--- src/hw/rtl/foc_pwm_pkg.sv ---
// Shared types, widths and the quarter-wave sine table for the FOC PWM block.
// No dependencies.
`default_nettype none
package foc_pwm_pkg;

   localparam int SEG_BITS = 5;
   localparam int SEGS     = 32;
   localparam int VOLT_W   = 16;   // Q8.8 voltage commands
   localparam int SUPPLY_W = 15;   // supply register
   localparam int SINE_W   = 17;   // signed sine/cosine, Q1.15 plus sign
   localparam int DIFF_W   = 11;   // largest table step is 1608
   localparam int MAG_W    = SUPPLY_W + 30;   // clamped phase voltage, 2^-38 V
   localparam logic [SUPPLY_W-1:0] SUPPLY_RESET = 15'd6144;
   localparam logic signed [15:0]  HALF_SQRT3_Q15 = 16'sd28378;

   typedef logic [SEG_BITS:0] seg_idx_type;
   typedef logic [14:0]       sine_mag_type;

   // sin(k*pi/64)*32767 for k = 0..32
   function automatic sine_mag_type quarter_sine(input seg_idx_type idx);
      sine_mag_type r;
      case (idx)
         6'd0:  r = 15'd0;     6'd1:  r = 15'd1608;  6'd2:  r = 15'd3212;
         6'd3:  r = 15'd4808;  6'd4:  r = 15'd6393;  6'd5:  r = 15'd7962;
         6'd6:  r = 15'd9512;  6'd7:  r = 15'd11039; 6'd8:  r = 15'd12539;
         6'd9:  r = 15'd14010; 6'd10: r = 15'd15446; 6'd11: r = 15'd16846;
         6'd12: r = 15'd18204; 6'd13: r = 15'd19519; 6'd14: r = 15'd20787;
         6'd15: r = 15'd22005; 6'd16: r = 15'd23170; 6'd17: r = 15'd24279;
         6'd18: r = 15'd25329; 6'd19: r = 15'd26319; 6'd20: r = 15'd27245;
         6'd21: r = 15'd28105; 6'd22: r = 15'd28898; 6'd23: r = 15'd29621;
         6'd24: r = 15'd30273; 6'd25: r = 15'd30852; 6'd26: r = 15'd31356;
         6'd27: r = 15'd31785; 6'd28: r = 15'd32137; 6'd29: r = 15'd32412;
         6'd30: r = 15'd32609; 6'd31: r = 15'd32728;
         default: r = 15'd32767;
      endcase
      return r;
   endfunction

endpackage
`default_nettype wire

--- src/hw/rtl/foc_pwm_xform.sv ---
// Four-stage inverse Park / inverse Clarke datapath with clamp to 0..supply.
// Depends on foc_pwm_pkg.
`default_nettype none
module foc_pwm_xform
   import foc_pwm_pkg::*;
(
   input  wire logic                       clock,
   input  wire logic                       reset,
   input  wire logic [SUPPLY_W-1:0]        supply,
   input  wire logic                       in_valid,
   output logic                            in_ready,
   input  wire logic signed [VOLT_W-1:0]   in_volt_q,
   input  wire logic signed [VOLT_W-1:0]   in_volt_d,
   input  wire logic signed [SINE_W-1:0]   in_sin,
   input  wire logic signed [SINE_W-1:0]   in_cos,
   output logic                            out_valid,
   input  wire logic                       out_ready,
   output logic [MAG_W-1:0]                out_mag [3]
);

   localparam int PW = VOLT_W + SINE_W;   // 33-bit products
   localparam int AW = PW + 1;            // alpha / beta
   localparam int UW = 50;                // phase voltage, 2^-38 V

   logic [3:0] v_ff;
   logic [3:0] en;

   logic signed [PW-1:0] p_in [4];
   logic signed [PW-1:0] p_ff [4];
   logic signed [AW-1:0] alpha_in, beta_in, alpha_ff, beta_ff, alpha2_ff;
   logic signed [UW-1:0] pb_in, pb_ff;
   logic signed [UW-1:0] a14, u [3];
   logic [MAG_W-1:0]     full;
   logic [MAG_W-1:0]     mag_in [3];
   logic [MAG_W-1:0]     mag_ff [3];

   // stall chain, last stage first
   always_comb begin
      en[3] = !v_ff[3] || out_ready;
      for (int i = 2; i >= 0; i--) en[i] = !v_ff[i] || en[i+1];
   end
   assign in_ready = en[0];

   // stage 1: the four rotation products
   assign p_in[0] = in_volt_d * in_cos;
   assign p_in[1] = in_volt_q * in_sin;
   assign p_in[2] = in_volt_d * in_sin;
   assign p_in[3] = in_volt_q * in_cos;

   // stage 2: alpha and beta
   assign alpha_in = {p_ff[0][PW-1], p_ff[0]} - {p_ff[1][PW-1], p_ff[1]};
   assign beta_in  = {p_ff[2][PW-1], p_ff[2]} + {p_ff[3][PW-1], p_ff[3]};

   // stage 3: beta * sqrt(3)/2
   assign pb_in = beta_ff * HALF_SQRT3_Q15;

   // stage 4: three phases, clamp to 0..supply
   always_comb begin
      full = {supply, 30'b0};
      a14  = {{(UW-AW-14){alpha2_ff[AW-1]}}, alpha2_ff, 14'b0};
      u[0] = {{(UW-AW-15){alpha2_ff[AW-1]}}, alpha2_ff, 15'b0};
      u[1] = pb_ff - a14;
      u[2] = -a14 - pb_ff;
      for (int i = 0; i < 3; i++) begin
         if (u[i] <= 0)
            mag_in[i] = '0;
         else if (u[i] > $signed({{(UW-MAG_W){1'b0}}, full}))
            mag_in[i] = full;
         else
            mag_in[i] = u[i][MAG_W-1:0];
      end
   end

   always_ff @(posedge clock) begin
      if (reset) begin
         v_ff <= '0;
      end else begin
         if (en[0]) v_ff[0] <= in_valid;
         for (int i = 1; i < 4; i++) if (en[i]) v_ff[i] <= v_ff[i-1];
      end
      if (en[0]) for (int i = 0; i < 4; i++) p_ff[i] <= p_in[i];
      if (en[1]) begin
         alpha_ff <= alpha_in;
         beta_ff  <= beta_in;
      end
      if (en[2]) begin
         alpha2_ff <= alpha_ff;
         pb_ff     <= pb_in;
      end
      if (en[3]) for (int i = 0; i < 3; i++) mag_ff[i] <= mag_in[i];
   end

   assign out_valid = v_ff[3];
   assign out_mag   = mag_ff;

endmodule
`default_nettype wire

--- config.mk ---
export PLATFORM = sky130hd
export DESIGN_NAME = foc_pwm_xform
export DESIGN_NICKNAME = d
export VERILOG_FILES = /design/src/hw/rtl/foc_pwm_pkg.sv /design/src/hw/rtl/foc_pwm_xform.sv
export SDC_FILE = /design/constraint.sdc
export NUM_CORES = 2
export LEC_CHECK = 0
export ABC_CLOCK_PERIOD_IN_PS = 8900
export BUFFER_PORTS_ARGS = -buffer_cell sky130_fd_sc_hd__buf_4
export CAP_MARGIN = 5
export CORE_MARGIN = 1
export CORE_UTILIZATION = 46
export DETAILED_ROUTE_END_ITERATION = 10
export GPL_TIMING_DRIVEN = 1
export SYNTH_ARGS = -nofsm -noshare
export SYNTH_HDL_FRONTEND = slang
export SYNTH_SLANG_ARGS = --single-unit
--- constraint.sdc ---
create_clock -name clock -period 8.9 [get_ports clock]
set_input_delay 0.89 -clock clock [delete_from_list [all_inputs] [get_ports clock]]
set_output_delay 0.89 -clock clock [all_outputs]
set_load 0.01 [all_outputs]
==> impl_metrics.csv <==
group,metric,value,unit
logic_synthesis,synth-seq-cells,405,
sta,fin_crit_sh,84.0,%
clocking,cts_tree,"built",
clocking,cts_setup_buffers,0,
place,io_buffers,204,
floorplan,core_area,164000,um^2
logic_synthesis,synth_edf_count,401,
global_routing,grtUsageTotal,25.0,%
clocking,clock_latency,670,ps
cells_and_area,num-fill-cells,15500,
logic_synthesis,yosysSeqAreaShare,15.9,%
min_path,hold_path.class,"in -> reg",
sta,drv_slew,0,
setup_path,critPathMaxStageDelay,620,ps
setup_path,cp-start-kind,"flop",
logic_synthesis,synth_cell_types,103,
sta,finalSetupTns,0,ps
sta,setup_viol,0,
logic_synthesis,ys_async_sr_fraction,0,%
global_routing,grt_max_degree,118,
clocking,cts_buffers,52,
logic_synthesis,syn-cell-area,76100,um^2
global_routing,antenna_found_initial,16,
clocking,cts_resized,0,
sta,fin_crit,7470,ps
routing,drtPass1Iterations,8,
setup_path,critical_path_class,"reg -> reg",
setup_path,cp_max_fo,5,
run,maxCapViolCount,0,
clocking,cts_root_buf,"clkbuf_16",
sta,relSlewSlack,26.0,%
clocking,cts_buffer_depth,3,
floorplan,die_y,409,um
setup_path,cp.required,9310,ps
cells_and_area,nets,10200,
floorplan,die_x,409,um
cells_and_area,utilization,49.7,%
cells_and_area,drive_above_1_share,4.99,%
logic_synthesis,synthCells,7945,
routing,wirelength,203,mm
cells_and_area,multi_input_area,55800,um^2
sta,fmax,134,MHz
setup_path,crit_top_cell,"fa_1",
sta,rsz0062_at_grt,"false",
sta,finClkSkew,27.7,ps
global_routing,overflow,0,
logic_synthesis,ys.flop_type,"edfxtp_1",
clocking,clk_pin_slew,60,ps
clocking,cts.sinks,405,
setup_path,arrival,7880,ps
clocking,htreeDepth,2,
sta,tightestPinTransition,1100,ps
global_routing,grt_pass1_vias,58500,
floorplan,die_area,167000,um^2
routing,ant_nets,0,
routing,routed-via-count,53500,
floorplan,boundaryPins,222,
routing,avgRoutedWirePerCell,19.9,um
routing,avgViaCountPerCell,5.25,
logic_synthesis,avgSynthCellArea,9.57,um^2
routing,drc,0,
routing,drtIter0Drc,2932,
cells_and_area,layout_common_cells,"inv_1, fa_1, ha_1, nand2_1, and2_1",
logic_synthesis,yosys_warnings,0,
global_routing,grt_pass1_wl,326,mm
cells_and_area,layout.area.seq,12100,um^2
setup_path,crit_path_top_delay_cell,"o41ai_1",
setup_path,crit_chain,"ha_1, inv_1, fa_1, inv_1, fa_1, fa_1, fa_1, inv_1, fa_1, inv_1, ha_1, and3_1, a31o_2, o21ai_0, a21oi_1, o21ai_0, o21ai_0, o41ai_1, o211ai_1, nor3_1, o31ai_1, xnor2_1",
sta,finalHoldViolCount,0,
place,place_congestion,0.930,
floorplan,fp-row-count,148,
floorplan,start_util,46.5,%
setup_path,worstSetupEndpointType,"flop",
clocking,cts_hold_buf,0,
cells_and_area,layout_commonest_cell,"inv_1",
place,dpl.hpwl,165,mm
cells_and_area,syn_to_final_growth,6.85,%
status,status,"finished, final reports clean",
==> state kept, by name, summed over array words and instances (netlist names) <==
| register | count |
|---|---|
| v_ff | 4 |
| p_ff | 132 |
| alpha_ff | 34 |
| pb_ff | 49 |
| alpha2_ff | 34 |
| out_mag | 118 |
| beta_ff | 34 |
==> Yosys cell counts, types with 11 or more instances <==
cell type | n | share of area [%]
a21o_1 | 114 | 1.1
nor4_1 | 24 | 0.20
nor2_1 | 320 | 1.6
nand4_1 | 40 | 0.33
a21boi_0 | 12 | 0.12
mux2i_1 | 11 | 0.14
buf_4 | 23 | 0.23
and3_1 | 36 | 0.30
o21ai_0 | 138 | 0.91
or2_2 | 13 | 0.11
a2111oi_0 | 13 | 0.15
o21bai_1 | 38 | 0.38
o21ai_1 | 22 | 0.14
nor2b_1 | 52 | 0.43
nand2_1 | 686 | 3.4
xnor2_1 | 224 | 2.6
a211o_1 | 13 | 0.15
a211oi_1 | 24 | 0.24
and2_1 | 543 | 4.5
inv_1 | 1875 | 9.3
o32ai_1 | 11 | 0.13
a31oi_1 | 30 | 0.25
a21oi_1 | 266 | 1.8
o21a_1 | 54 | 0.53
nand2b_1 | 55 | 0.45
buf_2 | 18 | 0.12
or3_1 | 39 | 0.32
xor2_1 | 66 | 0.76
nor3b_1 | 16 | 0.16
fa_1 | 1372 | 36
ha_1 | 728 | 12
o31ai_1 | 18 | 0.18
clkbuf_1 | 231 | 1.1
nand3_1 | 76 | 0.50
nor4b_1 | 11 | 0.13
nor3_1 | 116 | 0.76
edfxtp_1 | 401 | 16
nor3_2 | 12 | 0.16
==> worst paths after layout <==
check / from / to / slack, ps / cells past startpoint
setup / recovery: beta_ff[6] / pb_ff[49] / 1430 / 22
hold / removal: reset / v_ff[3] / 410 / 2
setup reg to reg: beta_ff[6] / pb_ff[49] / 1430 / 22
hold reg to reg: alpha_ff[3] / alpha2_ff[3] / 410 / 0
==> per-layer routing <==
metal | global-route usage, % | vias to the layer above | part of all wire, %
met5 | 0 | - | 0.044
met4 | 9.53 | 12 | 4.2
met3 | 2.93 | 330 | 4.7
met2 | 44.7 | 1292 | 50
met1 | 30.8 | 27100 | 41
li1 | - | 24800 | -
==> critical path, delay by kind of cell (launching register included) <==
kind	cells	cell delay, ps
XOR/XNOR	1	150
AO/OA/AOI/OAI	8	2500
AND/OR/NAND/NOR	2	540
buffers and inverters	4	240
flip-flops	1	500
adder cells (fa/ha/maj)	7	3270
==> per-stage QoR <==
stage / instances / setup WS [ps] / hold slack, ps / cell area (um^2)
final: 10200 / 1430 / 406 / 81300
after global routing: 10200 / 1070 / 383 / 81300
after CTS: 10200 / 1360 / 358 / 81300
after detailed placement: 10100 / 888 / 405 / 79500
after global placement: 10100 / 747 / 402 / 79500
after floorplan: 7961 / 1960 / 400 / 76100
==> kinds of logic after synthesis <==
group                      Yosys count  share of synthesized area (%)
xor gates and xnor gates           290                           3.34
other                                1                        0.00493
AOI/OAI and AO/OA                  896                           7.79
and+or+nand+nor                   2083                           13.8
adders and majority gates         2100                           48.1
DFF                                405                           15.9
buffers and inverters             2156                           10.8
muxes                               14                          0.189
==> final cells by class <==
| class | instances | area share [%] |
|---|---|---|
| multi-input cells | 5400 | 68.7 |
| flip-flops and latches | 405 | 14.9 |
| inverters | 1877 | 8.67 |
| well taps | 2175 | 3.35 |
| repair buffers | 240 | 2.23 |
| clock buffers | 59 | 1.63 |
| clock inverters | 37 | 0.523 |
| diodes | 8 | 0.0246 |
Power is left out: the tool's default activity adds up to more than one toggle a clock period on the data nets, which glitch-free logic cannot reach.
