### config.mk
export PLATFORM = sky130hd
export DESIGN_NAME = foc_pwm_duty
export DESIGN_NICKNAME = d
export VERILOG_FILES = /design/src/hw/rtl/foc_pwm_pkg.sv /design/src/hw/rtl/foc_pwm_duty.sv
export SDC_FILE = /design/constraint.sdc
export NUM_CORES = 2
export LEC_CHECK = 0
export ABC_CLOCK_PERIOD_IN_PS = 17900
export BUFFER_PORTS_ARGS = -buffer_cell sky130_fd_sc_hd__buf_2
export CELL_PAD_IN_SITES_DETAIL_PLACEMENT = 0
export CELL_PAD_IN_SITES_GLOBAL_PLACEMENT = 1
export CORE_ASPECT_RATIO = 1.1
export CORE_MARGIN = 2
export CORE_UTILIZATION = 57
export CTS_CLUSTER_SIZE = 20
export DETAILED_ROUTE_END_ITERATION = 10
export MAX_ROUTING_LAYER = met4
export PLACE_DENSITY = 0.95
export REMOVE_ABC_BUFFERS = 1
export SETUP_SLACK_MARGIN = 0.5
export SLEW_MARGIN = 30
export SYNTH_ARGS = -nofsm -noshare
export SYNTH_HDL_FRONTEND = slang
export SYNTH_SLANG_ARGS = --single-unit
### constraint.sdc
create_clock -name clock -period 17.9 [get_ports clock]
set_input_delay 0.895 -clock clock [delete_from_list [all_inputs] [get_ports clock]]
set_output_delay 0.895 -clock clock [all_outputs]
set_load 0.05 [all_outputs]
### src/hw/rtl/foc_pwm_pkg.sv
// Shared types, widths and the quarter-wave sine table for the FOC PWM block.
// No dependencies.
`default_nettype none
package foc_pwm_pkg;

   localparam int SEG_BITS = 5;
   localparam int SEGS     = 32;
   localparam int VOLT_W   = 16;   // Q8.8 voltage commands
   localparam int SUPPLY_W = 15;   // supply register
   localparam int SINE_W   = 17;   // signed sine/cosine, Q1.15 plus sign
   localparam int DIFF_W   = 11;   // largest table step is 1608
   localparam int MAG_W    = SUPPLY_W + 30;   // clamped phase voltage, 2^-38 V
   localparam logic [SUPPLY_W-1:0] SUPPLY_RESET = 15'd6144;
   localparam logic signed [15:0]  HALF_SQRT3_Q15 = 16'sd28378;

   typedef logic [SEG_BITS:0] seg_idx_type;
   typedef logic [14:0]       sine_mag_type;

   // sin(k*pi/64)*32767 for k = 0..32
   function automatic sine_mag_type quarter_sine(input seg_idx_type idx);
      sine_mag_type r;
      case (idx)
         6'd0:  r = 15'd0;     6'd1:  r = 15'd1608;  6'd2:  r = 15'd3212;
         6'd3:  r = 15'd4808;  6'd4:  r = 15'd6393;  6'd5:  r = 15'd7962;
         6'd6:  r = 15'd9512;  6'd7:  r = 15'd11039; 6'd8:  r = 15'd12539;
         6'd9:  r = 15'd14010; 6'd10: r = 15'd15446; 6'd11: r = 15'd16846;
         6'd12: r = 15'd18204; 6'd13: r = 15'd19519; 6'd14: r = 15'd20787;
         6'd15: r = 15'd22005; 6'd16: r = 15'd23170; 6'd17: r = 15'd24279;
         6'd18: r = 15'd25329; 6'd19: r = 15'd26319; 6'd20: r = 15'd27245;
         6'd21: r = 15'd28105; 6'd22: r = 15'd28898; 6'd23: r = 15'd29621;
         6'd24: r = 15'd30273; 6'd25: r = 15'd30852; 6'd26: r = 15'd31356;
         6'd27: r = 15'd31785; 6'd28: r = 15'd32137; 6'd29: r = 15'd32412;
         6'd30: r = 15'd32609; 6'd31: r = 15'd32728;
         default: r = 15'd32767;
      endcase
      return r;
   endfunction

endpackage
`default_nettype wire

### src/hw/rtl/foc_pwm_duty.sv
// Duty scaling: voltage * DUTY_MAX / supply, one scale stage then one stage per
// quotient bit of a restoring divider, three phases side by side. Uses foc_pwm_pkg.
`default_nettype none
module foc_pwm_duty
   import foc_pwm_pkg::*;
#(
   parameter int DUTY_MAX = 255
) (
   input  wire logic                clock,
   input  wire logic                reset,
   input  wire logic [SUPPLY_W-1:0] supply,
   input  wire logic                in_valid,
   output logic                     in_ready,
   input  wire logic [MAG_W-1:0]    in_mag [3],
   output logic                     out_valid,
   input  wire logic                out_ready,
   output logic [7:0]               out_duty [3]
);

   localparam int QB = $clog2(DUTY_MAX + 1);
   localparam int TW = SUPPLY_W + QB;
   localparam int NS = QB + 1;
   localparam logic [QB-1:0] DMAX = QB'(DUTY_MAX);

   logic [NS-1:0]  v_ff;
   logic [NS-1:0]  en;
   logic [TW-1:0]  rem_ff [NS][3];
   logic [QB-1:0]  quo_ff [NS][3];
   logic [MAG_W+QB-1:0] scaled [3];
   logic [QB+7:0]  quo_ext [3];

   always_comb begin
      en[NS-1] = !v_ff[NS-1] || out_ready;
      for (int i = NS-2; i >= 0; i--) en[i] = !v_ff[i] || en[i+1];
   end
   assign in_ready = en[0];

   always_ff @(posedge clock) begin
      if (reset) begin
         v_ff <= '0;
      end else begin
         if (en[0]) v_ff[0] <= in_valid;
         for (int i = 1; i < NS; i++) if (en[i]) v_ff[i] <= v_ff[i-1];
      end
   end

   // scale stage: floor(mag * DUTY_MAX / 2^30), the 2^30 of the supply taken out here
   always_comb begin
      for (int p = 0; p < 3; p++) scaled[p] = in_mag[p] * (MAG_W+QB)'(DMAX);
   end

   always_ff @(posedge clock) begin
      if (en[0]) begin
         for (int p = 0; p < 3; p++) begin
            rem_ff[0][p] <= scaled[p][MAG_W+QB-1:30];
            quo_ff[0][p] <= '0;
         end
      end
   end

   // restoring divide by supply, most significant quotient bit first
   for (genvar s = 1; s < NS; s++) begin : g_div
      localparam int K = QB - s;
      logic [TW-1:0] dvs;
      logic [TW-1:0] rem_in [3];
      logic [QB-1:0] quo_in [3];

      assign dvs = TW'(supply) << K;

      always_comb begin
         for (int p = 0; p < 3; p++) begin
            quo_in[p] = quo_ff[s-1][p];
            if (rem_ff[s-1][p] >= dvs) begin
               rem_in[p]    = rem_ff[s-1][p] - dvs;
               quo_in[p][K] = 1'b1;
            end else begin
               rem_in[p] = rem_ff[s-1][p];
            end
         end
      end

      always_ff @(posedge clock) begin
         if (en[s]) begin
            rem_ff[s] <= rem_in;
            quo_ff[s] <= quo_in;
         end
      end
   end

   // a zero supply gives zero duty; wider duties keep their low byte
   always_comb begin
      for (int p = 0; p < 3; p++) begin
         quo_ext[p]  = {8'b0, quo_ff[NS-1][p]};
         out_duty[p] = (supply == '0) ? 8'd0 : quo_ext[p][7:0];
      end
   end

   assign out_valid = v_ff[NS-1];

endmodule
`default_nettype wire

==> results.py <==
metrics = {
    "placement": {
        "dp_slack_ns": 11.50,
        "dp_cells": 7095,
        "io_buffers": 179,
        "globalplace.congestion": 0.9444,
        "hpwl_um": 102600,
    },
    "worst_setup_path": {
        "critPathCaptureType": "register",
        "path_cells": "buf_2 -> fa_1 -> fa_1 -> fa_1 -> fa_1 -> ha_1 -> nand3_1 -> nor4_1 -> nand2_1 -> o22ai_1 -> o21ai_1 -> a21oi_1 -> o21ai_0 -> a21oi_2 -> a21oi_1 -> xnor2_1",
        "cp_slowest_cell": "fa_1",
        "critPathRequiredTime_ns": 18.27,
        "cp.arrival_ns": 6.18,
        "path_class": "primary input to register",
        "crit_path_max_fanout": 7,
        "critical_path.max_stage_delay_ns": 0.62,
        "cp_common_cell": "fa_1",
        "critPathLaunchType": "primary input",
    },
    "clocking": {
        "cts_buffers": 71,
        "cts_resized": 0,
        "holdBufCountCts": 0,
        "cts_setup_buffers": 0,
        "path_clk_slew_ns": 0.06,
        "cts-root-buf": "clkbuf_16",
        "cts_tree": "yes",
        "clkLatencyLatePin_ns": 0.64,
        "clkSinkCount": 669,
        "clk_path_buf_depth": 3,
        "htree_levels": 3,
    },
    "global_route": {
        "grt_pass1_wl_um": 214400,
        "grt_max_degree": 76,
        "grt_pass1_vias": 42610,
        "grtUsageTotal": 0.2500,
        "globalRouteOverflowTotal": 0,
        "use_met1": 0.3273,
        "top_usage_layer": "met2",
        "grt_use_met3": 0.02663,
        "globalRouteMet2Util": 0.4118,
        "antenna_found_initial": 12,
    },
    "synthesis": {
        "synth_top_family_by_area": "adder cells",
        "async_reset_ff_frac": 0,
        "synthAdderAreaFrac": 0.3343,
        "synth_mux_area_frac": 0.01735,
        "synth_xor_area_frac": 0.04999,
        "synth_compound_area_frac": 0.1209,
        "ys_seq_elements": 669,
        "synthesis.area_um2": 61150,
        "avgSynthCellArea_um2": 11.05,
        "ys_seq_area_frac": 0.3271,
        "synth_edf_count": 660,
        "yosysWarnings": 0,
        "synth_top_area_share": 0.3241,
        "synthCells": 5533,
        "yosysUniqueCellTypes": 86,
        "synthTopCellsByArea": "edfxtp_1 32%, fa_1 22%, ha_1 12%",
        "yosys_most_used_dff": "edfxtp_1",
        "yosysTopAreaCell": "edfxtp_1",
        "synthSimpleGateAreaFrac": 0.1056,
    },
    "sta": {
        "finClkSkew_ns": 0.03498,
        "drv_slew": 0,
        "rsz0062_at_grt": "no",
        "setup_viol": 0,
        "fin_setup_tns_ns": 0,
        "finalHoldViolCount": 0,
        "maxSlewHeadroom": 0.3779,
        "fmax_ghz": 0.1723,
        "post-route-period-util": 0.3243,
        "timing.final.ws_setup_ns": 12.10,
        "holdWs_ns": 0.4053,
        "tightest_slew_ns": 0.9331,
        "period_minus_slack_ns": 5.804,
    },
    "detailed_routing": {
        "routed_via_density": 5.716,
        "final_antenna_net_count": 0,
        "detail_route.first_pass.iterations": 7,
        "wirelength_um": 129200,
        "drt-initial-drc-count": 2567,
        "wire_per_inst_um": 17.86,
        "num_vias": 41346,
        "drc": 0,
    },
    "die": {
        "start_util": 0.5721,
        "rows": 126,
        "core_area_um2": 106900,
        "die_h_um": 347.5,
        "die-area_um2": 109900,
        "num_io_pins": 180,
        "die_width_um": 316.3,
    },
    "cells_and_area": {
        "area_growth_pct": 8.324,
        "num-fill-cells": 8501,
        "drive_gt1_frac": 0.07964,
        "instances_no_fill": 7234,
        "final_core_util": 0.6197,
        "final_nets": 7151,
    },
    "min_path": {
        "hold_path.class": "register to register",
    },
    "pwr": {
        "p_leak_uw": 0.02850,
        "power_density_nw_per_um2": 199.2,
        "peakVddDrop_mv": 0.08593,
    },
    "run": {
        "drv_cap": 0,
    },
    "outcome": {
        "status": "finished clean",
    },
}
==> synth_stat cells (8+ instances only) <==
master / n
a211oi_1: 31
dfxtp_1: 9
edfxtp_1: 660
o21bai_1: 21
fa_1: 663
nand3_1: 94
or3_1: 45
a2111oi_0: 15
nor4b_1: 16
a41o_1: 14
nor3_1: 109
a31o_2: 10
o31ai_1: 36
a211o_1: 15
and2_1: 37
inv_1: 658
clkbuf_1: 32
or4_1: 11
a21boi_0: 26
nand4_1: 65
nor3b_1: 8
and4_1: 11
nand4b_1: 11
xor2_1: 148
nand3b_1: 12
o21ai_0: 263
ha_1: 573
a21o_1: 142
o21ai_1: 15
buf_2: 18
nor2_1: 337
or2_2: 23
and3_1: 28
mux2i_1: 16
nor4_1: 42
xnor2_1: 201
o211ai_1: 19
nor2b_1: 83
a31oi_1: 31
a21oi_1: 400
o21a_1: 68
mux2_2: 72
nand2b_1: 84
nand2_1: 257
==> final cells by class <==
class | instances | area, µm² | share of cell area
diodes | 12 | 30.03 | 0.0004533
clock buffers | 84 | 1878 | 0.02835
clock inverters | 42 | 377.9 | 0.005705
inverters | 658 | 2472 | 0.03733
multi-input cells | 4146 | 38550 | 0.5819
flip-flops and latches | 669 | 20000 | 0.3019
well taps | 1408 | 1762 | 0.02660
repair buffers | 215 | 1172 | 0.01770
==> critical path, delay by kind of cell <==
family / cells / cell delay (ns)
adders and majority gates: 5 / 2.35
AOI/OAI and AO/OA: 6 / 1.77
and+or+nand+nor: 3 / 0.85
buffers and inverters: 1 / 0.16
xor gates and xnor gates: 1 / 0.14
==> per-stage QoR <==
step | power [µW] | area (µm²)
final | 13200 | 66240
after global placement | 11460 | 63910
after global routing | 14540 | 66240
after floorplan | 9825 | 60880
after CTS | 13230 | 66190
after detailed placement | 11730 | 63940
==> cells by family after synthesis <==
group                    count (synthesis)
buffers and inverters                  718
adder cells (fa/ha/maj)               1236
XOR/XNOR                               349
AND/OR/NAND/NOR                       1283
multiplexers                            94
flip-flops                             669
AO/OA/AOI/OAI                         1184
==> flip-flops by register name, summed over array words and instances (netlist names) <==
| register | count |
|---|---|
| v_ff | 9 |
| quo_ff | 108 |
| rem_ff | 552 |
==> path summary, 6_finish.rpt <==
check,from,to,slack (ns),cells after the start
hold reg to reg,quo_ff[0][127]$_DFFE_PP_,quo_ff[0][151]$_DFFE_PP_,0.41,0
hold / removal,quo_ff[0][127]$_DFFE_PP_,quo_ff[0][151]$_DFFE_PP_,0.41,0
setup reg to reg,rem_ff[0][415]$_DFFE_PP_,rem_ff[0][501]$_DFFE_PP_,14.02,13
setup / recovery,in_mag[66],rem_ff[0][40]$_DFFE_PP_,12.10,16
==> power by group <==
part | internal (µW) | switching [µW]
Clock | 825 | 600
Combinational | 3730 | 4520
Sequential | 3040 | 479
Total | 7600 | 5600
==> cell usage in the layout (no fill, tap or decap), drive strengths merged, types with 45 or more instances in the layout <==
cell,synthesis,final
nor3,110,110
xnor2,201,201
a21o,142,142
fa,663,663
or3,45,45
nor2,337,337
nand4,65,65
nand3,94,94
edfxtp,660,660
buf,28,214
o21a,68,68
xor2,148,148
mux2,78,78
nand2,259,259
o21ai,280,280
inv,658,654
clkbuf,32,85
ha,573,573
nand2b,84,84
nor2b,83,83
a21oi,401,401
==> layer usage <==
metal / wire length [µm] / share of wire / vias to the layer above
met5: 0 / 0 / -
met3: 6198 / 0.048 / 251
met2: 62390 / 0.48 / 997
li1: - / - / 20077
met4: 4155 / 0.032 / 0
met1: 56430 / 0.44 / 20021
(Power assumes the default switching activity.)
