`config.mk`:
```
export PLATFORM = sky130hd
export DESIGN_NAME = foc_pwm_sincos
export DESIGN_NICKNAME = d
export VERILOG_FILES = /design/src/hw/rtl/foc_pwm_pkg.sv /design/src/hw/rtl/foc_pwm_sincos.sv
export SDC_FILE = /design/constraint.sdc
export NUM_CORES = 1
export LEC_CHECK = 0
export ABC_AREA = 1
export BUFFER_PORTS_ARGS = -buffer_cell sky130_fd_sc_hd__buf_4
export CORE_MARGIN = 2
export CORE_UTILIZATION = 40
export DETAILED_ROUTE_END_ITERATION = 8
export MAX_ROUTING_LAYER = met4
export PLACE_DENSITY = 0.68
export RECOVER_POWER = 100
export REMOVE_ABC_BUFFERS = 1
export SLEW_MARGIN = 20
export SYNTH_ARGS = -nofsm -noshare
export SYNTH_HDL_FRONTEND = slang
export SYNTH_SLANG_ARGS = --single-unit
```
`constraint.sdc`:
```
create_clock -name clock -period 14.6 [get_ports clock]
set_input_delay 3.65 -clock clock [delete_from_list [all_inputs] [get_ports clock]]
set_output_delay 3.65 -clock clock [all_outputs]
set_load 0.01 [all_outputs]
```
`src/hw/rtl/foc_pwm_pkg.sv`:
```
// Shared types, widths and the quarter-wave sine table for the FOC PWM block.
// No dependencies.
`default_nettype none
package foc_pwm_pkg;

   localparam int SEG_BITS = 5;
   localparam int SEGS     = 32;
   localparam int VOLT_W   = 16;   // Q8.8 voltage commands
   localparam int SUPPLY_W = 15;   // supply register
   localparam int SINE_W   = 17;   // signed sine/cosine, Q1.15 plus sign
   localparam int DIFF_W   = 11;   // largest table step is 1608
   localparam int MAG_W    = SUPPLY_W + 30;   // clamped phase voltage, 2^-38 V
   localparam logic [SUPPLY_W-1:0] SUPPLY_RESET = 15'd6144;
   localparam logic signed [15:0]  HALF_SQRT3_Q15 = 16'sd28378;

   typedef logic [SEG_BITS:0] seg_idx_type;
   typedef logic [14:0]       sine_mag_type;

   // sin(k*pi/64)*32767 for k = 0..32
   function automatic sine_mag_type quarter_sine(input seg_idx_type idx);
      sine_mag_type r;
      case (idx)
         6'd0:  r = 15'd0;     6'd1:  r = 15'd1608;  6'd2:  r = 15'd3212;
         6'd3:  r = 15'd4808;  6'd4:  r = 15'd6393;  6'd5:  r = 15'd7962;
         6'd6:  r = 15'd9512;  6'd7:  r = 15'd11039; 6'd8:  r = 15'd12539;
         6'd9:  r = 15'd14010; 6'd10: r = 15'd15446; 6'd11: r = 15'd16846;
         6'd12: r = 15'd18204; 6'd13: r = 15'd19519; 6'd14: r = 15'd20787;
         6'd15: r = 15'd22005; 6'd16: r = 15'd23170; 6'd17: r = 15'd24279;
         6'd18: r = 15'd25329; 6'd19: r = 15'd26319; 6'd20: r = 15'd27245;
         6'd21: r = 15'd28105; 6'd22: r = 15'd28898; 6'd23: r = 15'd29621;
         6'd24: r = 15'd30273; 6'd25: r = 15'd30852; 6'd26: r = 15'd31356;
         6'd27: r = 15'd31785; 6'd28: r = 15'd32137; 6'd29: r = 15'd32412;
         6'd30: r = 15'd32609; 6'd31: r = 15'd32728;
         default: r = 15'd32767;
      endcase
      return r;
   endfunction

endpackage
`default_nettype wire

```
`src/hw/rtl/foc_pwm_sincos.sv`:
```
// Two-stage sine/cosine unit: quadrant fold and table lookup, then interpolation.
// Depends on foc_pwm_pkg.
`default_nettype none
module foc_pwm_sincos
   import foc_pwm_pkg::*;
#(
   parameter int ANGLE_BITS = 16
) (
   input  wire logic                     clock,
   input  wire logic                     reset,
   input  wire logic                     in_valid,
   output logic                          in_ready,
   input  wire logic signed [VOLT_W-1:0] in_volt_q,
   input  wire logic signed [VOLT_W-1:0] in_volt_d,
   input  wire logic [15:0]              in_angle,
   output logic                          out_valid,
   input  wire logic                     out_ready,
   output logic signed [VOLT_W-1:0]      out_volt_q,
   output logic signed [VOLT_W-1:0]      out_volt_d,
   output logic signed [SINE_W-1:0]      out_sin,
   output logic signed [SINE_W-1:0]      out_cos
);

   localparam int FB = ANGLE_BITS - 2 - SEG_BITS;   // interpolation fraction bits
   localparam int PW = ANGLE_BITS - 1;              // position 0..quarter inclusive
   localparam logic [PW-1:0] QUARTER = {1'b1, {(PW-1){1'b0}}};

   logic [ANGLE_BITS+15:0] ang_ext;
   logic [ANGLE_BITS-1:0]  ang;
   logic [1:0]             quad;
   logic [PW-1:0]          pos;
   logic [PW-1:0]          mpos;
   logic [PW-1:0]          arg [2];
   seg_idx_type            idx [2];
   sine_mag_type           lo_tab [2];
   sine_mag_type           hi_tab [2];
   sine_mag_type           step [2];
   logic                   neg_in [2];

   logic                   v1_ff, v2_ff;
   logic                   en1, en2;
   sine_mag_type           lo_ff [2];
   logic [DIFF_W-1:0]      diff_ff [2];
   logic [FB-1:0]          frac_ff [2];
   logic                   neg_ff [2];
   logic signed [VOLT_W-1:0] vq1_ff, vd1_ff, vq2_ff, vd2_ff;

   logic [DIFF_W+FB-1:0]   prod [2];
   logic [15:0]            mag [2];
   logic signed [SINE_W-1:0] val_in [2];
   logic signed [SINE_W-1:0] val_ff [2];

   // handshake: a stage loads when empty or when its successor moves
   assign en2      = !v2_ff || out_ready;
   assign en1      = !v1_ff || en2;
   assign in_ready = en1;

   // fold the angle into the first quadrant; channel 0 is sine, 1 is cosine
   assign ang_ext = {{ANGLE_BITS{1'b0}}, in_angle};
   assign ang     = ang_ext[ANGLE_BITS-1:0];
   assign quad    = ang[ANGLE_BITS-1 -: 2];
   assign pos     = {1'b0, ang[ANGLE_BITS-3:0]};
   assign mpos    = QUARTER - pos;

   always_comb begin
      arg[0]    = quad[0] ? mpos : pos;
      arg[1]    = quad[0] ? pos : mpos;
      neg_in[0] = quad[1];
      neg_in[1] = quad[1] ^ quad[0];
      for (int i = 0; i < 2; i++) begin
         idx[i]    = arg[i][PW-1:FB];
         lo_tab[i] = quarter_sine(idx[i]);
         hi_tab[i] = (idx[i] == seg_idx_type'(SEGS)) ? lo_tab[i]
                                                      : quarter_sine(idx[i] + 6'd1);
         step[i]   = hi_tab[i] - lo_tab[i];
      end
   end

   // interpolate, truncating, then apply the quadrant sign
   always_comb begin
      for (int i = 0; i < 2; i++) begin
         prod[i]   = DIFF_W'(diff_ff[i]) * (DIFF_W+FB)'(frac_ff[i]);
         mag[i]    = {1'b0, lo_ff[i]} + 16'(prod[i][DIFF_W+FB-1:FB]);
         val_in[i] = neg_ff[i] ? -$signed({1'b0, mag[i]}) : $signed({1'b0, mag[i]});
      end
   end

   always_ff @(posedge clock) begin
      if (reset) begin
         v1_ff <= 1'b0;
         v2_ff <= 1'b0;
      end else begin
         if (en1) v1_ff <= in_valid;
         if (en2) v2_ff <= v1_ff;
      end
      if (en1) begin
         vq1_ff <= in_volt_q;
         vd1_ff <= in_volt_d;
         for (int i = 0; i < 2; i++) begin
            lo_ff[i]   <= lo_tab[i];
            diff_ff[i] <= step[i][DIFF_W-1:0];
            frac_ff[i] <= arg[i][FB-1:0];
            neg_ff[i]  <= neg_in[i];
         end
      end
      if (en2) begin
         vq2_ff    <= vq1_ff;
         vd2_ff    <= vd1_ff;
         val_ff[0] <= val_in[0];
         val_ff[1] <= val_in[1];
      end
   end

   assign out_valid  = v2_ff;
   assign out_volt_q = vq2_ff;
   assign out_volt_d = vd2_ff;
   assign out_sin    = val_ff[0];
   assign out_cos    = val_ff[1];

endmodule
`default_nettype wire

```
==> results.md, run 1 <==
- Clk slew on worst S/H paths: 70 ps
- Status: finished, violations left
- PostCTS Resize Cnt: 0
- Root buffer cell: clkbuf_16
- DRC: 0
- Hold_buf cts: 0
- # Max-Cap Violations: 3
- Critical Path AT: 10450 ps
- Pre-antenna DRT Iters: 8
- Longest Clk Path Bufs: 2
- Clock sinks: 171
- Hold Vio Cnt, Final: 0
- CP Capture Type: flop
- Mapped Cells: 2314
- Flops & latches, synth: 171
- Clock latency at the later pin of the worst-skew pair: 450 ps
- Layout cells sized above 1: 6.09%
- Post-synth top area share: 28.0%
- Die W: 217 µm
- I/O pin cnt: 120
- Top_reg_cell synth: edfxtp_1
- First-pass GRT wire length: 77800 µm
- Die area: 46900 µm²
- Crit path kind: in2reg
- Vias in the first global route: 15700
- Final Critical Period: 10250 ps
- Seq/Total Area, Yosys: 28.3%
- Final setup fails: 0
- Rows: 77
- Largest cells by area after synthesis: edfxtp_1 (28%), fa_1 (14%), nand2_1 (13%)
- Highest clock rate: 97.5 MHz
- FF+latch area: 5110 µm²
- Multi-input gate area: 10800 µm²
- Final WL: 47100 µm
- Postcts setup bufs: 0
- RePlAce Congestion: 0.961
- CTS Buf Count: 17
- Startpoint types: input pin
- RSZ-0062 raised after global routing: no
- Grt total ovfl: 0
- Starting DRT DRC Count: 1110
- H-tree Lvls: 4
- Skew final: 17.0 ps
- Slew Limit Fails: 168
- Setup TNS: 0 ps
- Worst slew pin tran: 3290 ps
- Relative slew slack: -119%
- Final std cells w/o fill: 2990
- Post-Place Worst Slack: 5540 ps
- GRT Resource Usage Total: 21.2%
- # diodes: 0
- Number of flops mapped to enable cells by yosys: 169
- IO Port Bufs: 119
- Cell Area, Synth: 18100 µm²
- Via density: 5.11
- Placed Cells: 2958
- Post-route ant nets: 0
- Distinct cells, synth: 56
- CTS tree: done
- Post-Route Utilization: 44.2%
- Die height: 217 µm
- Wire length per cell: 15.8 µm
- Yosys top cell by area: edfxtp_1
- Largest net degree at the start of global routing: 60
- Total core area: 44400 µm²
- Hold/Removal Path Class: reg2reg
- Area Overhead vs Synth: 8.58%
- Share of flip-flops with an asynchronous set or reset: 0%
- Tcrit/Tclk final: 70.2%
- Failing checks: capacitance limit, slew limit
- Syn Area/Cell: 7.82 µm²
- Initial antenna violation count: 0
- Routed via count: 15300
- HPWL Detailed: 37900 µm
- Worst-path fanout max: 30
- Setup WS post-layout: 4350 ps
- Ys Warns: 0
- Net count reported at finish: 2712
- Starting Density: 40.7%
- Fillers: 4401
- CP required: 14800 ps
state kept, by name, indices dropped and copies added (netlist names):
register	count
val_ff	34
lo_ff	30
diff_ff	22
frac_ff	17
out_volt_d	16
out_volt_q	16
vd1_ff	16
vq1_ff	16
neg_ff	2
out_valid	1
v1_ff	1
stage by stage:
stage,hold slack (ps),cell area [µm²]
floorplan,400,17700
global placement,400,19400
detailed placement,405,19400
CTS,416,20000
global route,425,19600
finish,418,19600
synth_stat cells, types with 7 or more instances:
| master | number |
|---|---|
| nand2_1 | 622 |
| inv_1 | 443 |
| edfxtp_1 | 169 |
| ha_1 | 145 |
| nor2_1 | 134 |
| fa_1 | 130 |
| nand3_1 | 127 |
| o21ai_0 | 94 |
| a21oi_1 | 86 |
| xor2_1 | 53 |
| clkbuf_1 | 45 |
| nand4_1 | 28 |
| xnor2_1 | 22 |
| o21ai_1 | 19 |
| nor3_1 | 18 |
| o211ai_1 | 16 |
| nand2_2 | 14 |
| inv_2 | 13 |
| buf_2 | 11 |
| nand3b_1 | 11 |
| a31oi_1 | 10 |
| nor2_2 | 9 |
| buf_6 | 8 |
| a21o_1 | 7 |
layout by cell type (no fill, tap or decap), types with 9 or more instances in the layout:
master       n
o211ai_1    16
nor3_1      22
clkbuf_1    74
nand2_1    622
nand3b_1    11
fa_1       130
ha_1       145
xnor2_1     23
nand2_2     14
inv_2       12
nor2_1     134
xor2_1      53
nand4_1     28
edfxtp_1   169
a31oi_1     10
o21ai_0    101
buf_4       16
clkbuf_4    34
o21ai_1     13
inv_1      444
clkbuf_16   17
a21oi_1     86
nand3_1    127
nor2_2       9
cell type report:
| class | count | share of cell area (%) |
|---|---|---|
| sequential | 171 | 26.0 |
| timing repair buffer | 123 | 3.31 |
| multi-input combinational | 1612 | 55.2 |
| tap | 592 | 3.77 |
| clock buffer | 18 | 2.18 |
| inverter | 460 | 8.83 |
| clock inverter | 14 | 0.675 |
critical path: stages:
cell	delay [ps]
clkbuf_1	860
inv_1	800
o21ai_0	1140
ha_1	400
inv_1	120
ha_1	540
inv_1	320
nor2_1	200
o21bai_1	130
o21ai_0	80
o21ai_0	210
nor2_1	90
ha_1	210
fa_1	410
o21ai_0	270
a21oi_1	150
o21ai_0	270
a21oi_1	110
o21bai_1	180
inv_1	60
nand2_1	80
nand2_1	50
nand2_1	50
nand2_1	60
path summary, 6_finish.rpt:
| path | to | slack, ps | from | depth (start not counted) |
|---|---|---|---|---|
| worst min-delay path | out_volt_d[4] | 420 | vd1_ff[4] | 0 |
| worst max register to register | val_ff[0][25] | 6920 | frac_ff[0][9] | 24 |
| worst min register to register | out_volt_d[4] | 420 | vd1_ff[4] | 0 |
| worst max-delay path | diff_ff[0][21] | 4350 | in_angle[14] | 24 |
per-layer routing:
layer | track usage [%] | vias to the layer above | wire [µm]
met4 | 8.68 | 0 | 1660
met2 | 37.0 | 405 | 23700
met1 | 24.5 | 7312 | 19800
met3 | 2.85 | 103 | 1940
met5 | - | - | 0
li1 | - | 7466 | -
cells by family (layout without fill, tap and decap cells):
family,Yosys count,after routing,share of synthesized area [%]
buffers and inverters,531,615,11.6
xor gates and xnor gates,76,76,3.72
AOI/OAI and AO/OA,271,271,8.55
adders and majority gates,275,275,24.4
and+or+nand+nor,990,990,23.5
DFF,171,171,28.3
Power of run 1 is left out: the tool's default activity adds up to more than one toggle a clock period on the data nets, which glitch-free logic cannot reach.
==> run 2: changes to the inputs <==
==> constraint.sdc (replaced) <==
create_clock -name clock -period 9.8 [get_ports clock]
set_input_delay 2.45 -clock clock [delete_from_list [all_inputs] [get_ports clock]]
set_output_delay 2.45 -clock clock [all_outputs]
set_load 0.01 [all_outputs]
==> results.md, run 2 (synthesized netlist as in run 1, its figures left out) <==
- Hold Vio Cnt, Final: 0 (unchanged)
- Hold/Removal Path Class: reg2reg
- CP required: 10010 ps (-4790 ps)
- Final setup fails: 0 (unchanged)
- Root buffer cell: clkbuf_16
- Setup TNS: 0 ps (unchanged)
- I/O pin cnt: 120 (unchanged)
- Grt total ovfl: 0 (unchanged)
- Starting DRT DRC Count: 1158 (+4.3%)
- Final WL: 47000 µm (-0.36%)
- Total core area: 44400 µm² (unchanged)
- Hold_buf cts: 0 (unchanged)
- Slew Limit Fails: 168 (unchanged)
- Pre-antenna DRT Iters: 6 (-2)
- Failing checks: capacitance limit, slew limit
- Starting Density: 40.7% (unchanged)
- GRT Resource Usage Total: 21.2% (about the same)
- Initial antenna violation count: 0 (unchanged)
- Postcts setup bufs: 0 (unchanged)
- Clock latency at the later pin of the worst-skew pair: 450 ps (about the same)
- CTS Buf Count: 17 (unchanged)
- Rows: 77 (unchanged)
- Largest registers: val_ff x34, lo_ff x30, diff_ff x22
- FF+latch area: 5110 µm² (unchanged)
- Most common cell after layout, fill and taps aside: nand2_1
- Status: finished, violations left
- Worst slew pin tran: 3190 ps (-96.1 ps)
- Relative slew slack: -113% (+6.4 points)
- Multi-input gate area: 10800 µm² (-0.29%)
- Largest register FFs: 34 (unchanged)
- Routed via count: 15400 (+0.65%)
- RePlAce Congestion: 0.962 (+0.14%)
- CTS tree: done
- H-tree Lvls: 4 (unchanged)
- Via density: 5.14 (+0.58%)
- RSZ-0062 raised after global routing: no
- Layout cells sized above 1: 5.84% (-0.25 points)
- Skew final: 12.5 ps (-4.49 ps)
- Top reg by flops: val_ff
- Die area: 46900 µm² (unchanged)
- Area Overhead vs Synth: 8.67% (about the same)
- PostCTS Resize Cnt: 0 (unchanged)
- Vias in the first global route: 15600 (-1.1%)
- Wire length per cell: 15.7 µm (-0.42%)
- # Max-Cap Violations: 3 (unchanged)
- Largest net degree at the start of global routing: 60 (unchanged)
- Final Critical Period: 7950 ps
- Die height: 217 µm (unchanged)
- Highest clock rate: 126 MHz
- Fillers: 4458 (+1.3%)
- Critical Path AT: 8160 ps (-2290 ps)
- Worst-path fanout max: 30 (unchanged)
- Net count reported at finish: 2713 (+0.037%)
- DRC: 0 (unchanged)
- IO Port Bufs: 119 (unchanged)
- HPWL Detailed: 37700 µm (-0.33%)
- Clk slew on worst S/H paths: 80 ps (about the same)
- Clock sinks: 171 (unchanged)
- Startpoint types: input pin
- Longest Clk Path Bufs: 2 (unchanged)
- Post-route ant nets: 0 (unchanged)
- Crit path kind: in2reg
- CP Capture Type: flop
- Most frequent cells in the layout: nand2_1 (626), inv_1 (444), edfxtp_1 (169)
- Die W: 217 µm (unchanged)
- First-pass GRT wire length: 77500 µm (-0.35%)
- FF-to-FF setup slack: 2620 ps (-4300 ps)
- Tcrit/Tclk final: 81.1%
-- run 2: changes by cell type in the layout (fill, tap and decap cells not counted), moves of 3 or more --
cell	delta
nand2_1	+4
clkinvlp_4	-3
clkinv_8	+3
nand2_2	-4
nor2_1	+4
-- run 2: worst paths after layout --
check	from	to	depth (start not counted)
worst max register to register	frac_ff[0][12]	val_ff[0][29]	27
worst max-delay path	in_angle[14]	diff_ff[0][21]	24
worst min register to register	vq1_ff[2]	out_volt_q[2]	0
worst min-delay path	vq1_ff[2]	out_volt_q[2]	0
-- run 2: area by class of cell --
class	count	share of cell area (%)
Clock buffer	17	2.16
Antenna cell	1	0.0127
Multi-Input combinational cell	1612	55.0
Sequential cell	171	26.0
Tap cell	592	3.77
Inverter	460	8.82
Timing Repair Buffer	124	3.36
Clock inverter	15	0.859
-- run 2: through the flow --
stage               area, µm²  worst slack, ps  utilization (%)  cells  hold WS [ps]
floorplan               17700             2430                -   2243           400
global placement        19400             1990             43.7   2959           400
detailed placement      19400             1920             43.7   2959           405
CTS                     20000             2390             45.1   2991           419
global route            19700             1350             44.3   2991           420
finish                  19700             1850             44.3   2992           416
-- run 2: critical path, cell delays in order --
cell and delay [ps]:
buf_4 200, inv_1 700, nand3_1 230, nand2_1 530
inv_1 430, ha_1 650, inv_1 320, nor2_1 200
o21bai_1 130, o21ai_0 80, o21ai_0 190, nor2_1 80
ha_1 200, fa_1 410, o21ai_0 310, a21oi_1 150
o21ai_0 300, a21oi_1 110, o21bai_1 170, inv_1 60
nand2_1 90, nand2_1 50, nand2_1 50, nand2_1 40
-- run 2: metal layers --
layer,vias up,routed length [µm],track usage (%),share of wire [%]
li1,7493,-,-,-
met1,7340,19500,24.9,42
met5,-,0,-,0
met4,0,1470,7.44,3.1
met3,97,2240,2.78,4.8
met2,455,23700,37.1,50
Power of run 2 is left out for the same reason.
==> run 3: changes to the inputs <==
--- a/config.mk
+++ b/config.mk
@@ -5,13 +5,13 @@
 export SDC_FILE = /design/constraint.sdc
 export NUM_CORES = 1
 export LEC_CHECK = 0
-export ABC_AREA = 1
+export ABC_AREA = 0
 export BUFFER_PORTS_ARGS = -buffer_cell sky130_fd_sc_hd__buf_4
 export CORE_MARGIN = 2
 export CORE_UTILIZATION = 40
 export DETAILED_ROUTE_END_ITERATION = 8
 export MAX_ROUTING_LAYER = met4
-export PLACE_DENSITY = 0.68
+export PLACE_DENSITY = 0.7
 export RECOVER_POWER = 100
 export REMOVE_ABC_BUFFERS = 1
 export SLEW_MARGIN = 20
==> constraint.sdc (replaced) <==
create_clock -name clock -period 7 [get_ports clock]
set_input_delay 1.75 -clock clock [delete_from_list [all_inputs] [get_ports clock]]
set_output_delay 1.75 -clock clock [all_outputs]
set_load 0.01 [all_outputs]
==> results.md, run 3 <==
- Final Critical Period: 6910 ps
- Relative slew slack: -147% (-35 points)
- GRT Resource Usage Total: 19.6% (-1.6 points)
- Tcrit/Tclk final: 98.7%
- Flops & latches, synth: 171 (unchanged)
- Skew final: 9.28 ps (-3.21 ps)
- Distinct cells, synth: 79 (+41%)
- Die W: 212 µm (-2.4%)
- Most common cell in the netlist: inv_1
- IO Port Bufs: 119 (unchanged)
- Top reg by flops: val_ff
- Crit path kind: reg2reg
- Largest register FFs: 34 (unchanged)
- Die height: 212 µm (-2.4%)
- Pre-antenna DRT Iters: 6 (unchanged)
- Post-Route Utilization: 47.5% (+3.2 points)
- Clock sinks: 171 (unchanged)
- Hold Vio Cnt, Final: 0 (unchanged)
- Post-route ant nets: 0 (unchanged)
- Post-synth top area share: 29.5% (+1.4 points)
- Slew Limit Fails: 140 (-17%)
- Hold_buf cts: 0 (unchanged)
- Final setup fails: 0 (unchanged)
- Clk slew on worst S/H paths: 70 ps (about the same)
- Total core area: 42800 µm² (-3.7%)
- Highest clock rate: 145 MHz
- Crit path launch: diff_ff[0][7]
- I/O pin cnt: 120 (unchanged)
- Starting Density: 40.3% (-0.48 points)
- HPWL Detailed: 33400 µm (-11%)
- # Max-Cap Violations: 2 (-1)
- Layout cells sized above 1: 15.4% (+9.5 points)
- R2R Path Start: diff_ff[0][7]
- Critical Path AT: 7080 ps (-1080 ps)
- Status: finished, violations left
- CP required: 7170 ps (-2840 ps)
- Largest registers: val_ff x34, lo_ff x30, diff_ff x22
- Mapped Cells: 1865 (-19%)
- Net count reported at finish: 2388 (-12%)
- Share of flip-flops with an asynchronous set or reset: 0% (unchanged)
- Clock latency at the later pin of the worst-skew pair: 430 ps (-20 ps)
- Hold path startpoint: vq1_ff[0]
- Failing checks: capacitance limit, slew limit
- First-pass GRT wire length: 68800 µm (-11%)
- Initial antenna violation count: 0 (unchanged)
- Most frequent cells in the layout: nand2_1 (211), inv_1 (211), edfxtp_1 (169)
- Syn Area/Cell: 9.24 µm² (+18%)
- CTS tree: done
- Largest net degree at the start of global routing: 73 (+22%)
- FF+latch area: 5110 µm² (unchanged)
- Rows: 76 (-1.3%)
- Routed via count: 14100 (-8.7%)
- Wire length per cell: 16.5 µm (+5.3%)
- Worst slew pin tran: 3710 ps (+520 ps)
- Largest cells by area after synthesis: edfxtp_1 (29%), fa_1 (15%), ha_1 (11%)
- Vias in the first global route: 13800 (-11%)
- RSZ-0062 raised after global routing: yes
- Multi-input gate area: 11300 µm² (+4.1%)
- Hold WS: 419 ps (+3.24 ps)
- H-tree Lvls: 4 (unchanged)
- Final WL: 43300 µm (-7.8%)
- Grt total ovfl: 0 (unchanged)
- Post-Place Worst Slack: -170 ps (-2090 ps)
- Seq/Total Area, Yosys: 29.7% (+1.4 points)
- Die area: 44700 µm² (-4.7%)
- Setup WS post-layout: 87.9 ps (-1760 ps)
- Via density: 5.36 (+4.3%)
- Longest Clk Path Bufs: 2 (unchanged)
- Cell Area, Synth: 17200 µm² (-4.8%)
- Hold/Removal Path Class: reg2reg
- Yosys top cell by area: edfxtp_1
- CP Capture Type: flop
- # diodes: 0 (-1)
- Startpoint types: flop
- Root buffer cell: clkbuf_16
- Worst-path fanout max: 5 (-83%)
- Fillers: 3966 (-11%)
- Number of flops mapped to enable cells by yosys: 169 (unchanged)
- Top_reg_cell synth: edfxtp_1
- Starting DRT DRC Count: 1131 (-2.3%)
- CTS Buf Count: 17 (unchanged)
- DRC: 0 (unchanged)
- Area Overhead vs Synth: 17.9%
- Final std cells w/o fill: 2620 (-12%)
- RePlAce Congestion: 0.905 (-5.9%)
- Synth top cells by count: inv_1 (214), nand2_1 (213), edfxtp_1 (169), nor2_1 (149), ha_1 (145)
- Placed Cells: 2563 (-13%)
- Ys Warns: 0 (unchanged)
[run 3: changes by cell type in the layout (fill, tap and decap cells not counted), moves of 17 or more]
cell	before	now
xor2_1	53	29
buf_4	17	150
nand4_1	28	4
nor2b_1	0	17
nand2_1	626	211
a211oi_1	3	26
xnor2_1	23	67
and2_1	0	95
nand3_1	127	35
inv_1	444	211
[run 3: what timing repair did]
action                     in CTS  in global routing
setup endpoints to repair       5                 17
buffers inserted                3                 22
resized for setup              11                 76
pin swaps                       1                 47
[run 3: kinds of logic (layout without fill, tap and decap cells)]
| group | count (synthesis) | count (layout) | share of synthesized area, % |
|---|---|---|---|
| muxes | 10 | 10 | 0.676 |
| buffers and inverters | 312 | 521 | 6.89 |
| adders and majority gates | 275 | 275 | 25.6 |
| xor gates and xnor gates | 109 | 109 | 6.09 |
| and+or+nand+nor | 612 | 612 | 16.7 |
| AOI/OAI and AO/OA | 376 | 376 | 14.3 |
| DFF | 171 | 171 | 29.7 |
[run 3: metrics by stage]
step                instance area (µm²)  setup TNS, ps
finish                            20300              0
global placement                  19400           -115
CTS                               20100              0
detailed placement                19400           -442
global route                      20300           -876
floorplan                         16900          -2370
[run 3: final timing paths]
| kind | endpoint | depth (start not counted) | slack [ps] |
|---|---|---|---|
| setup / recovery | val_ff[0][16] | 27 | 90 |
| hold / removal | out_volt_q[0] | 0 | 420 |
| setup reg to reg | val_ff[0][16] | 27 | 90 |
| hold reg to reg | out_volt_q[0] | 0 | 420 |
[run 3: layout make-up]
| cell class | instances | area share (%) |
|---|---|---|
| multi-input cells | 1382 | 55.4 |
| flip-flops and latches | 171 | 25.2 |
| well taps | 546 | 3.36 |
| clock buffers | 17 | 2.09 |
| inverters | 218 | 4.03 |
| clock inverters | 15 | 1.15 |
| repair buffers | 271 | 8.77 |
[run 3: routing by layer]
layer | track usage (%) | up-vias | wire [µm]
li1 | - | 6748 | -
met1 | 26.7 | 6782 | 20100
met2 | 31.0 | 459 | 20100
met3 | 2.45 | 62 | 2370
met4 | 5.17 | 0 | 818
met5 | - | - | 0
[run 3: critical path, stage by stage, from the launching register on]
cell       delay [ps]
edfxtp_1          500
buf_6             180
buf_4             130
and2_1            160
fa_1              480
inv_1              60
fa_1              540
inv_1              60
fa_1              530
inv_1              50
fa_1              530
inv_1              50
ha_1              300
nor2_1             50
nor2_1            120
o41ai_2            80
buf_4             140
o2111ai_1         260
buf_4             160
xor2_1             60
ha_1              420
nand2_1           130
o31ai_2           290
xor2_1            190
nor4_4            320
buf_4             160
nand3b_1          180
o41a_1            470
Power of run 3 is left out for the same reason.
